[src/sv/pmi_pkg.sv]
// Shared types, constants and the saturating helper function of the particle motion integrator.
package pmi_pkg;

	localparam int AXES      = 3;
	localparam int DATA_W    = 32;
	localparam int DT_W      = 16;
	localparam int CFG_IDX_W = 4;

	typedef logic signed [DATA_W-1:0] q16_t;
	typedef logic [DATA_W-1:0]        uq16_t;
	typedef logic [DT_W-1:0]          dt_t;
	typedef logic [CFG_IDX_W-1:0]     cfg_idx_t;

	typedef enum logic [1:0] {
		OP_FORCE    = 2'd0,
		OP_STEP     = 2'd1,
		OP_LOAD_POS = 2'd2,
		OP_LOAD_VEL = 2'd3
	} op_t;

	localparam cfg_idx_t REG_INV_MASS = cfg_idx_t'(0);
	localparam cfg_idx_t REG_ACCEL_X  = cfg_idx_t'(1);
	localparam cfg_idx_t REG_ACCEL_Y  = cfg_idx_t'(2);
	localparam cfg_idx_t REG_ACCEL_Z  = cfg_idx_t'(3);

	localparam uq16_t INV_MASS_RST = 32'h0001_0000;

	typedef enum logic [2:0] {
		ST_IDLE,
		ST_MUL1,
		ST_MUL2,
		ST_MUL3,
		ST_COMMIT
	} state_t;

	typedef struct packed {
		logic commit;
		op_t  op;
	} lane_ctl_t;

	// Clamp a wide signed value to the 32-bit signed range.
	function automatic q16_t sat32(input logic signed [63:0] x);
		logic signed [63:0] hi;
		logic signed [63:0] lo;
		hi = 64'sh0000_0000_7FFF_FFFF;
		lo = -64'sh0000_0000_8000_0000;
		if (x > hi) begin
			return q16_t'(hi);
		end else if (x < lo) begin
			return q16_t'(lo);
		end
		return q16_t'(x);
	endfunction

endpackage

[src/sv/pmi_ctrl.sv]
// Sequencer of the integrator: item acceptance, multiply stages, commit and result valid.
module pmi_ctrl (
	input  logic               clk,
	input  logic               arst_n,
	input  logic               in_valid,
	input  pmi_pkg::op_t       in_op,
	input  logic               out_ready,
	output logic               in_ready,
	output logic               accept,
	output pmi_pkg::lane_ctl_t ctl,
	output logic               out_valid
);
	import pmi_pkg::*;

	state_t state_q;
	state_t state_nxt;
	op_t    op_q;
	logic   out_valid_q;
	logic   commit;

	always_ff @(posedge clk or negedge arst_n) begin
		if (!arst_n) begin
			state_q     <= ST_IDLE;
			op_q        <= OP_FORCE;
			out_valid_q <= 1'b0;
		end else begin
			state_q <= state_nxt;
			if (accept) begin
				op_q <= in_op;
			end
			if (commit) begin
				out_valid_q <= 1'b1;
			end else if (out_ready) begin
				out_valid_q <= 1'b0;
			end
		end
	end

	always_comb begin
		state_nxt = state_q;
		in_ready  = 1'b0;
		commit    = 1'b0;
		case (state_q)
			ST_IDLE: begin
				in_ready = 1'b1;
				if (in_valid) begin
					state_nxt = (in_op == OP_STEP) ? ST_MUL1 : ST_COMMIT;
				end
			end
			ST_MUL1: state_nxt = ST_MUL2;
			ST_MUL2: state_nxt = ST_MUL3;
			ST_MUL3: state_nxt = ST_COMMIT;
			ST_COMMIT: begin
				// The new result may only land once the output register is free.
				if (!out_valid_q || out_ready) begin
					commit    = 1'b1;
					state_nxt = ST_IDLE;
				end
			end
			default: state_nxt = ST_IDLE;
		endcase
	end

	assign accept     = in_valid && in_ready;
	assign ctl.commit = commit;
	assign ctl.op     = op_q;
	assign out_valid  = out_valid_q;

endmodule

[config.mk]
export PLATFORM = sky130hd
export DESIGN_NAME = pmi_ctrl
export DESIGN_NICKNAME = d
export VERILOG_FILES = /design/src/sv/pmi_pkg.sv /design/src/sv/pmi_ctrl.sv
export SDC_FILE = /design/constraint.sdc
export NUM_CORES = 1
export LEC_CHECK = 0
export BUFFER_PORTS_ARGS = -buffer_cell sky130_fd_sc_hd__buf_2
export CAP_MARGIN = 20
export CORE_AREA = 2 2 39 41
export CTS_BUF_LIST = sky130_fd_sc_hd__clkbuf_2
export DETAILED_ROUTE_END_ITERATION = 7
export DIE_AREA = 0 0 41 43
export HOLD_SLACK_MARGIN = 0.15
export PLACE_DENSITY = 0.44
export RECOVER_POWER = 100
export SETUP_SLACK_MARGIN = 0.3
export SLEW_MARGIN = 30
export SYNTH_ARGS = -nofsm -noshare
export SYNTH_HDL_FRONTEND = slang
export SYNTH_SLANG_ARGS = --single-unit
export TNS_END_PERCENT = 30
[constraint.sdc]
create_clock -name clk -period 1.3 [get_ports clk]
set_clock_uncertainty 0.1 [all_clocks]
set_input_delay 0.065 -clock clk [delete_from_list [all_inputs] [get_ports clk]]
set_output_delay 0.065 -clock clk [all_outputs]
set_load 0.1 [all_outputs]
## After elaboration in Yosys (flattened, before gate mapping)

Cells that the tools add are included.

- RAM bits: 0
- Bits of input ports: 6
- Memories kept: 0
- Bits in read-only memories: 0
- Logic and storage cells: 25
- Register bits after elaboration: 6
- Bits in latches: 0

- Multipliers: 0
- Add/sub/neg operators: 0
- Multiplexer cells: 9
- Reduce and logical (&&, ||, !) cells: 6
- $lt $le $gt $ge: 0
- Shift operators: 0
- Equality and inequality tests: 7
- Div/mod/pow operators: 0
- Bitwise operators: 0

Operator list:

| operator | number |
|---|---|
| one-hot mux 3 bit (5 select lines) | 1 |
| 2-to-1 mux 3 bit | 3 |
| equality test 3 x 2 -> 1 bit, second input constant | 2 |
| 2-to-1 mux 1 bit | 5 |
| != test 2 bit, second input constant | 2 |
| equality test 3 x 1 -> 1 bit, second input constant | 1 |
| equality test 3 bit, second input constant | 1 |
| logical NOT 3 bit | 1 |
| equality test 2 x 1 -> 1 bit, second input constant | 1 |
| AND reduction 2 bit | 1 |
| nonzero test 2 bit | 1 |
| logical AND 1 bit | 1 |
| logical NOT 1 bit | 1 |
| logical OR 1 bit | 1 |

## Longest topological paths before layout

Gate-level depths: netlist of run 1.

- Word-level depth: 5
- Gate-level depth with buffers: 4
- Gate-level depth less buffers: 3

## Worst setup path after synthesis of run 1

Ideal clock, no wire load.

- Path type: reg2out
- Start point: reg state_q[1]
- End point: out in_ready
- Data required time: 1.135 ns
- Stages on the path, launching flop included: 2
- Arrival time: 2.540 ns
- Path slack: -1.405 ns
- Path buffers: 0
- Cell sequence: dfrtp_1 -> nor3_1

- Word-level cells in the longest chain between the ends: 2

Ends and longest elaborated chain:

| element | line | RTL |
|---|---|---|
| from (decl) | pmi_ctrl.sv:15 | `state_t state_q;` |
| from (signal assigned) | pmi_ctrl.sv:27 | `state_q <= state_nxt;` |
| logical NOT 3 bit | pmi_ctrl.sv:43 | `case (state_q)` |
| 2-to-1 mux 1 bit | pmi_ctrl.sv:43 |  |
| to (decl) | pmi_ctrl.sv:8 | `output logic in_ready,` |

No other way between the ends.

## Worst setup path after layout of run 1

- Start point: reg state_q[0]
- End point: out accept

- Word-level cells in the longest chain between the ends: 3

Ends and longest elaborated chain:

| element | line | RTL |
|---|---|---|
| logical NOT 3 bit | pmi_ctrl.sv:43 |  |
| 2-to-1 mux 1 bit | pmi_ctrl.sv:43 |  |
| logical AND 1 bit | pmi_ctrl.sv:64 | `assign accept = in_valid && in_ready;` |
| to (decl) | pmi_ctrl.sv:9 | `output logic accept,` |

No other way between the ends.

==> results of run 1 <==
-- registers in the layout, summed over array words and instances, names as in the netlist --
signal	count
state_q	3
op_q	2
out_valid	1
-- through the flow --
stage	setup slack (ns)	hold slack [ns]	cells
global placement	-0.0317	-0.205	57
floorplan	-0.943	-0.331	25
finish	-0.166	0.0706	68
detailed placement	-0.0848	-0.200	57
CTS	-0.202	0.0470	67
global route	-0.237	0.0712	68
-- routing by layer --
metal  global-route usage, %  vias to the layer above
met5                       0                        -
met3                    7.85                        0
met1                    10.5                      138
met2                    15.6                       11
met4                    4.00                        0
li1                        -                      140
-- worst min-delay path, delay by kind of cell --
kind	cells	cell delay, ns
buf+inv	1	0.08
simple gates	2	0.22
-- Yosys cell counts --
library cell / number
nor4b_4: 1
inv_1: 1
nand2b_1: 2
o21ai_0: 1
a32oi_1: 1
nor3_1: 2
xnor2_1: 1
mux2_2: 2
nor2_1: 3
dfrtp_1: 6
buf_4: 1
nand2_1: 2
nor2b_1: 1
a31oi_1: 1
-- worst max-delay path by stage --
stage / startpoint / to / cells past startpoint
2_1_floorplan: state_q[0]$_DFFE_PN0P_ / op_q[0]$_DFFE_PN0P_ / 2
3_3_place_gp: state_q[1]$_DFFE_PN0P_ / op_q[0]$_DFFE_PN0P_ / 2
5_1_grt: state_q[0]$_DFFE_PN0P_ / accept / 3
6_report: state_q[0]$_DFFE_PN0P_ / accept / 3
3_5_place_dp: state_q[1]$_DFFE_PN0P_ / op_q[0]$_DFFE_PN0P_ / 2
4_1_cts: state_q[1]$_DFFE_PN0P_ / accept / 3
-- repair_timing --
item                                    CTS  global route
hold buffers                              4             1
hold endpoints to repair                 11             7
resized for setup                        15             7
endpoints found under the setup margin   12            12
setup buffers                             2             0
pin swaps                                 5             6
-- cells by family after synthesis --
| kind of cell | count (synthesis) |
|---|---|
| multiplexers | 2 |
| AO/OA/AOI/OAI | 3 |
| flip-flops | 6 |
| buffers and inverters | 2 |
| AND/OR/NAND/NOR | 11 |
| XOR/XNOR | 1 |
-- placed cells by master (no fill, tap or decap), types with 2 or more instances in the layout --
master         instances
dlygate4sd3_1          5
dfrtp_2                2
clkbuf_2               4
buf_4                  5
clkbuf_4               2
mux2_4                 2
nand2b_1               2
buf_6                  3
buf_12                 3
buf_2                  5
dfrtp_1                4
-- layout make-up --
| type | count | area (um^2) | share of cell area, % |
|---|---|---|---|
| clock buffers | 4 | 20.0 | 3.48 |
| inverters | 1 | 3.75 | 0.652 |
| multi-input cells | 17 | 154 | 26.7 |
| flip-flops and latches | 6 | 153 | 26.5 |
| well taps | 16 | 20.0 | 3.48 |
| repair buffers | 24 | 225 | 39.1 |
==> flow_summary.yaml, run 1 <==
sta:
  rsz0062_at_grt: "yes"
  finalWorstSetupSlack_ns: -0.166
  slew_violations: 0
  tightestPinTransition_ns: 0.487
  setup_viol: 6
  finalCritPeriodShare_pct: 113
  slew_headroom_pct: 67.8
  max_clock_freq_ghz: 0.682
  finalHoldViolCount: 0
  fin_setup_tns_ns: -0.699
  period_minus_slack_ns: 1.47
synthesis:
  synth_compound_area_share_pct: 7.05
  synthDistinctLibCells: 14
  syn_nets: 31
  synthCells: 25
  synth_top_family_by_area: "simple AND/OR/NAND/NOR gates"
  ys_ff_latch: 6
  yosysTopAreaCell: "dfrtp_1"
  synth_mux_area_share_pct: 7.93
  yosys.area_share.simple_pct: 25.1
  yosys.area_share.adder_pct: 0
  ys_warn_count: 0
  synth.cell_area_um2: 284
  synth-xor-area-share_pct: 3.08
  ys_seq_area_share_pct: 52.9
  synth_top_area_share_pct: 52.9
  ys_top_cells_by_area: "dfrtp_1 53%, nor4b_4 8.4%, mux2_2 7.9%, nand2b_1 4.4%, nor2_1 4.0%"
  syn_avg_cell_area_um2: 11.4
placed_design:
  dpl_cell_area_um2: 455
  portBuffers: 11
  globalplace.congestion: 0.703
  place_hpwl_um: 508
grt:
  grt_max_degree: 7
  antenna_found_initial: 0
  grt_usage_pct: 10.4
  grt_pass1_wl_um: 1150
  overflow: 0
  grt_pass1_vias: 277
layout:
  nets: 59
  drive_above_1_share_pct: 59.6
  syn_to_final_growth_pct: 103
  stdcell_area_um2: 576
  antennaDiodeCount: 0
  n_fill_cell: 142
  final_core_util_pct: 41.6
clocking:
  path_clk_slew_ns: 0.07
  cts.sinks: 6
  cts_tree: "done"
  clock_latency_ns: 0.23
  cts_buffers: 3
  cts_root_buf: "clkbuf_2"
  cts-htree-levels: 1
  clockBufferDepth: 2
worst_setup_path:
  cpMaxStageDelayCell: "dfrtp_2"
  r2r_start: "state_q[0]$_DFFE_PN0P_"
  worst_setup_path_end_kind: "output pin"
  reg2reg_to: "op_q[0]$_DFFE_PN0P_"
  path_delay_family: "flip-flops"
  path_max_fanout: 2
  reg2reg_setup_slack_ns: -0.14
  cp.buffers_inverters: 2
  cp.arrival_ns: 1.30
  crit_chain: "nor4b_4, buf_4, buf_12"
  cp.required_ns: 1.13
  crit_path_max_incr_delay_ns: 0.43
  crit_type: "reg2out"
  rr_worst_depth: 3
  start_kind: "flip-flop"
detailed_routing:
  met3WireLength_um: 67
  vias_per_cell: 4.25
  firstDrtPassIters: 1
  met2_length_um: 414
  vias: 289
  drc_errors: 0
  ant_nets: 0
  drt-initial-drc-count: 0
  routed_wl_um: 749
  m1WireLength_um: 267
  post_drt_wl_per_cell_um: 11.0
  top_layer: "met3"
floorplan:
  start_util_pct: 20.5
  core.rowCount: 14
  die_h_um: 43
  io_pins: 12
  core-area_um2: 1380
  die_w_um: 41
  fp.dieArea_um2: 1760
worst_hold_path:
  min_path_type: "in2reg"
  hold_end: "out_valid$_DFFE_PN0P_"
  whs_path_depth: 3
  min_from: "out_ready"
outcome:
  status: "complete, but fails checks"
  violations: "setup timing"
flow_run:
  maxCapViolCount: 0
Power of run 1 is left out: the tool's default activity adds up to more than one toggle a clock period on the data nets, which glitch-free logic cannot reach.
==> run 2, diff against run 1 <==
Settings changed: ABC_AREA set to 1, PLACE_DENSITY 0.44 to 0.49.
==> run 2 against run 1 <==
Net effect: the run ends with hold timing, setup timing left; sequential share of layout area is 0.20 points higher; setup slack better by 0.14 ns; routed wire length is 1.5% higher; first-iteration DRC count is 7 higher; utilization is 1.7 points higher; area after synthesis is 18% higher; maximum frequency is 11% higher; global-route usage is 0.74 points higher.
==> flow_summary.yaml, run 2 <==
worst_hold_path:
  min_path_type: "in2reg"
  hold_end: "out_valid$_DFFE_PN0P_"
  min_from: "out_ready"
  whs_path_depth: 2
layout:
  syn_to_final_growth_pct: 79.4
  largest_reg_flops: 3
  layout_common_cells: "8 x nand2_1, 6 x buf_4, 5 x clkbuf_2, 5 x dfrtp_2"
  regMostFlops: "state_q"
  n_fill_cell: 147
  drive_above_1_share_pct: 64.1
  nets: 71
  final_common_cell: "nand2_1"
  antennaDiodeCount: 0
synthesis:
  ys_seq_area_share_pct: 44.9
  synth.most_common_cell: "nand2_1"
  yosysTopAreaCell: "dfrtp_1"
  syn_nets: 46
  yosys-top-cells-count: "11 x nand2_1, 6 x dfrtp_1, 6 x inv_1"
  ys_ff_latch: 6
  ys_top_cells_by_area: "dfrtp_1 45%, nand2_1 12%, inv_1 6.7%, nor2_8 6.0%, nand3_4 5.2%"
  synth.cell_area_um2: 334
  syn_avg_cell_area_um2: 8.35
  ys_warn_count: 0
  synthFlopType: "dfrtp_1"
  synth_edf_count: 0
  synth_top_area_share_pct: 44.9
  synthDistinctLibCells: 15
  synthCells: 40
  synthArstFlopShare_pct: 100
detailed_routing:
  firstDrtPassIters: 2
  post_drt_wl_per_cell_um: 9.50
  vias: 337
  drt-initial-drc-count: 7
  ant_nets: 0
  vias_per_cell: 4.21
  drc_errors: 0
  routed_wl_um: 760
clocking:
  cts_tree: "done"
  cts.sinks: 6
  path_clk_slew_ns: 0.07
  ctsHoldBuffers: 4
  cts_root_buf: "clkbuf_2"
  clockBufferDepth: 2
  cts-htree-levels: 1
  cts_buffers: 3
  clock_latency_ns: 0.23
sta:
  tightestPinTransition_ns: 0.356
  max_clock_freq_ghz: 0.755
  setup_viol: 3
  slew_violations: 0
  slew_headroom_pct: 76.2
  finalWorstSetupSlack_ns: -0.0252
  finalCritPeriodShare_pct: 102
  period_minus_slack_ns: 1.33
  finalHoldViolCount: 1
  whs_ns: -0.0807
  rsz0062_at_grt: "yes"
worst_setup_path:
  crit_type: "reg2out"
  cp.required_ns: 1.13
  worst_setup_path_end_kind: "output pin"
  reg2reg_to: "state_q[0]$_DFFE_PN0P_"
  start_kind: "flip-flop"
  r2r_start: "state_q[0]$_DFFE_PN0P_"
  reg2reg_setup_slack_ns: 0.01
  cp.arrival_ns: 1.16
  rr_worst_depth: 6
  path_max_fanout: 4
floorplan:
  die_w_um: 41
  die_h_um: 43
  start_util_pct: 24.1
  core.rowCount: 14
  fp.dieArea_um2: 1760
  core-area_um2: 1380
  io_pins: 12
grt:
  overflow: 0
  antenna_found_initial: 0
  grt_max_degree: 7
  grt_usage_pct: 11.2
  grt_pass1_vias: 335
  grt_pass1_wl_um: 1290
placed_design:
  place_hpwl_um: 530
  globalplace.congestion: 0.738
  portBuffers: 11
outcome:
  violations: "hold timing, setup timing"
  status: "complete, but fails checks"
flow_run:
  maxCapViolCount: 0
-- run 2: critical path, cell delays in order, from the launching register on --
cell     delay, ns
dfrtp_2       0.44
nor2_8        0.16
nand2_4       0.07
nor2_4        0.10
buf_12        0.18
-- run 2: kinds of logic (layout without fill, tap and decap cells) --
kind of cell / after synthesis / count (layout) / synth area share, %
compound gates: 5 / 5 / 9.73
buf+inv: 8 / 32 / 10.1
flops: 6 / 6 / 44.9
simple gates: 21 / 21 / 35.2
-- run 2: per-layer routing --
metal  wire length, um  GRT usage (%)  vias to the layer above  part of all wire [%]
met5                 0              0                        -                     0
met3                74           7.85                        0                   9.7
met2               381           18.1                       12                    50
li1                  -              -                      171                     -
met1               304           11.3                      154                    40
met4                 0           2.00                        0                     0
-- run 2: worst max path at each step --
stage | start | endpoint | cells after the start
finish | state_q[0]$_DFFE_PN0P_ | ctl[2] | 4
floorplan | out_valid$_DFFE_PN0P_ | ctl[2] | 4
detailed placement | state_q[1]$_DFFE_PN0P_ | ctl[2] | 4
global route | state_q[0]$_DFFE_PN0P_ | ctl[2] | 4
global placement | state_q[1]$_DFFE_PN0P_ | ctl[2] | 4
CTS | state_q[0]$_DFFE_PN0P_ | ctl[2] | 4
-- run 2: cell type report --
class | instances | area (um^2) | area share [%]
Timing Repair Buffer | 21 | 189 | 31.5
Multi-Input combinational cell | 26 | 178 | 29.6
Sequential cell | 6 | 160 | 26.7
Inverter | 7 | 32.5 | 5.43
Clock buffer | 4 | 20.0 | 3.34
Tap cell | 16 | 20.0 | 3.34
-- run 2: through the flow --
stage               util, %  setup TNS (ns)  setup WS [ns]  cells  instance area, um^2
global placement       33.7               0         0.0673     67                  467
global route           43.3          -0.290        -0.0911     80                  599
detailed placement     33.7               0         0.0420     67                  467
finish                 43.3         -0.0397        -0.0252     80                  599
floorplan                 -               0         0.0601     40                  350
CTS                    45.9          -0.106        -0.0479     80                  636
-- run 2: what timing repair did --
action | CTS | global route
endpoints found under the setup margin | 10 | 12
hold endpoints to repair | 11 | 10
setup buffers | 5 | 0
resized for setup | 22 | 2
pin swaps | 4 | 2
Power of run 2 is left out for the same reason.
==> run 3, diff against run 2 <==
Settings changed: BUFFER_PORTS_ARGS -buffer_cell sky130_fd_sc_hd__buf_2 to unset, DONT_BUFFER_PORTS set to 1, PLACE_DENSITY 0.49 to 0.39.
Clock period 1.3 ns to 1.4 ns, I/O delays scaled along.
==> run 3 against run 2 <==
Net effect: the run now ends clean; design area fell by 2.3%; utilization down 0.99 points; highest routed layer is now met4; die area unchanged; largest cell class unchanged.
==> flow_summary.yaml, run 3 (same netlist as run 2, synthesis figures left out) <==
clocking:
  cts.sinks: 6
  path_clk_slew_ns: 0.06
  clockBufferDepth: 2
  cts_tree: "done"
  cts_root_buf: "clkbuf_2"
  cts_buffers: 3
  cts-htree-levels: 1
  clock_latency_ns: 0.22
sta:
  rsz0062_at_grt: "yes"
  max_clock_freq_ghz: 0.743
  finalCritPeriodShare_pct: 96.1
  slew_violations: 0
  period_minus_slack_ns: 1.35
  slew_headroom_pct: 63.5
  whs_ns: 0.388
  finalHoldViolCount: 0
  tightestPinTransition_ns: 0.549
  setup_viol: 0
worst_setup_path:
  cpMaxStageDelayCell: "dfrtp_2"
  worst_setup_path_end_kind: "output pin"
  cp.buffers_inverters: 1
  start_kind: "flip-flop"
  cp.required_ns: 1.23
  crit_type: "reg2out"
  crit_chain: "nor2_8, nand2_4, nor2_4, buf_12"
  path_max_fanout: 4
  path_delay_family: "flip-flops"
  cp.arrival_ns: 1.18
  crit_path_max_incr_delay_ns: 0.44
detailed_routing:
  vias: 320
  routed_wl_um: 778
  drt-initial-drc-count: 4
  post_drt_wl_per_cell_um: 10.2
  ant_nets: 0
  vias_per_cell: 4.21
  firstDrtPassIters: 4
  drc_errors: 0
grt:
  antenna_found_initial: 0
  grt_pass1_wl_um: 1300
  overflow: 0
  grt_usage_pct: 11.7
  grt_pass1_vias: 311
  grt_max_degree: 7
floorplan:
  fp.dieArea_um2: 1760
  start_util_pct: 24.1
  io_pins: 12
  die_w_um: 41
  die_h_um: 43
  core.rowCount: 14
  core-area_um2: 1380
layout:
  antennaDiodeCount: 0
  stdcell_area_um2: 586
  final_common_cell: "nand2_1"
  seq_area_um2: 159
  syn_to_final_growth_pct: 75.3
  regMostFlops: "state_q"
  largest_reg_flops: 3
  layout_common_cells: "9 x nand2_1, 6 x dlygate4sd3_1, 6 x buf_4, 5 x clkbuf_2, 4 x dfrtp_2"
  nets: 68
  multi_input_area_um2: 175
  fin_cells: 76
  n_fill_cell: 141
  drive_above_1_share_pct: 56.7
placed_design:
  place_hpwl_um: 542
  portBuffers: 0
  globalplace.congestion: 0.681
  place_inst: 61
  dpl_cell_area_um2: 443
outcome:
  status: "completed"
flow_run:
  maxCapViolCount: 0
worst_hold_path:
  min_path_type: "reg2reg"
-- run 3: routing by layer --
layer / wire length, um / vias up / part of all wire (%) / GRT usage (%)
li1: - / 166 / - / -
met1: 298 / 142 / 38 / 12.5
met2: 416 / 10 / 53 / 17.8
met3: 53 / 2 / 6.8 / 3.14
met4: 10 / 0 / 1.3 / 10.0
met5: 0 / - / 0 / 0
-- run 3: tightest hold or removal path, cell delays in order, from the launching register on --
cell	delay (ns)
dfrtp_1	0.35
nand2_1	0.06
o21ai_2	0.05
-- run 3: timing repair --
| action | CTS | global route |
|---|---|---|
| setup buffers | 4 | 2 |
| pin swaps | 3 | 5 |
| resized for setup | 7 | 4 |
| setup endpoints to repair | 7 | 10 |
| hold buffers | 6 | 0 |
| cloned | 0 | 0 |
| endpoints found under the hold margin | 11 | 0 |
-- run 3: area by class of cell --
cell class | count | share of cell area, %
Sequential cell | 6 | 27.1
Timing Repair Buffer | 18 | 31.8
Clock buffer | 3 | 2.56
Inverter | 7 | 5.13
Tap cell | 16 | 3.42
Multi-Input combinational cell | 26 | 29.9
-- run 3: per-stage QoR --
stage | setup TNS (ns) | utilization, % | setup WS (ns)
4_1_cts | 0 | 40.8 | 0.0282
3_5_place_dp | 0 | 32.0 | 0.187
5_1_grt | -0.00929 | 42.3 | -0.00929
2_1_floorplan | 0 | - | 0.110
6_report | 0 | 42.3 | 0.0547
3_3_place_gp | 0 | 32.0 | 0.204
-- run 3: worst paths after layout --
| check | from | endpoint | slack [ns] | cells past startpoint |
|---|---|---|---|---|
| setup / recovery | state_q[1]$_DFFE_PN0P_ | ctl[2] | 0.05 | 4 |
| hold reg to reg | op_q[1]$_DFFE_PN0P_ | op_q[1]$_DFFE_PN0P_ | 0.39 | 2 |
| min in group asynchronous | arst_n | out_valid$_DFFE_PN0P_ | 0.60 | 2 |
| hold / removal | op_q[1]$_DFFE_PN0P_ | op_q[1]$_DFFE_PN0P_ | 0.39 | 2 |
| max in group asynchronous | arst_n | out_valid$_DFFE_PN0P_ | 0.35 | 2 |
| setup reg to reg | state_q[1]$_DFFE_PN0P_ | state_q[0]$_DFFE_PN0P_ | 0.09 | 6 |
Power of run 3 is left out for the same reason.
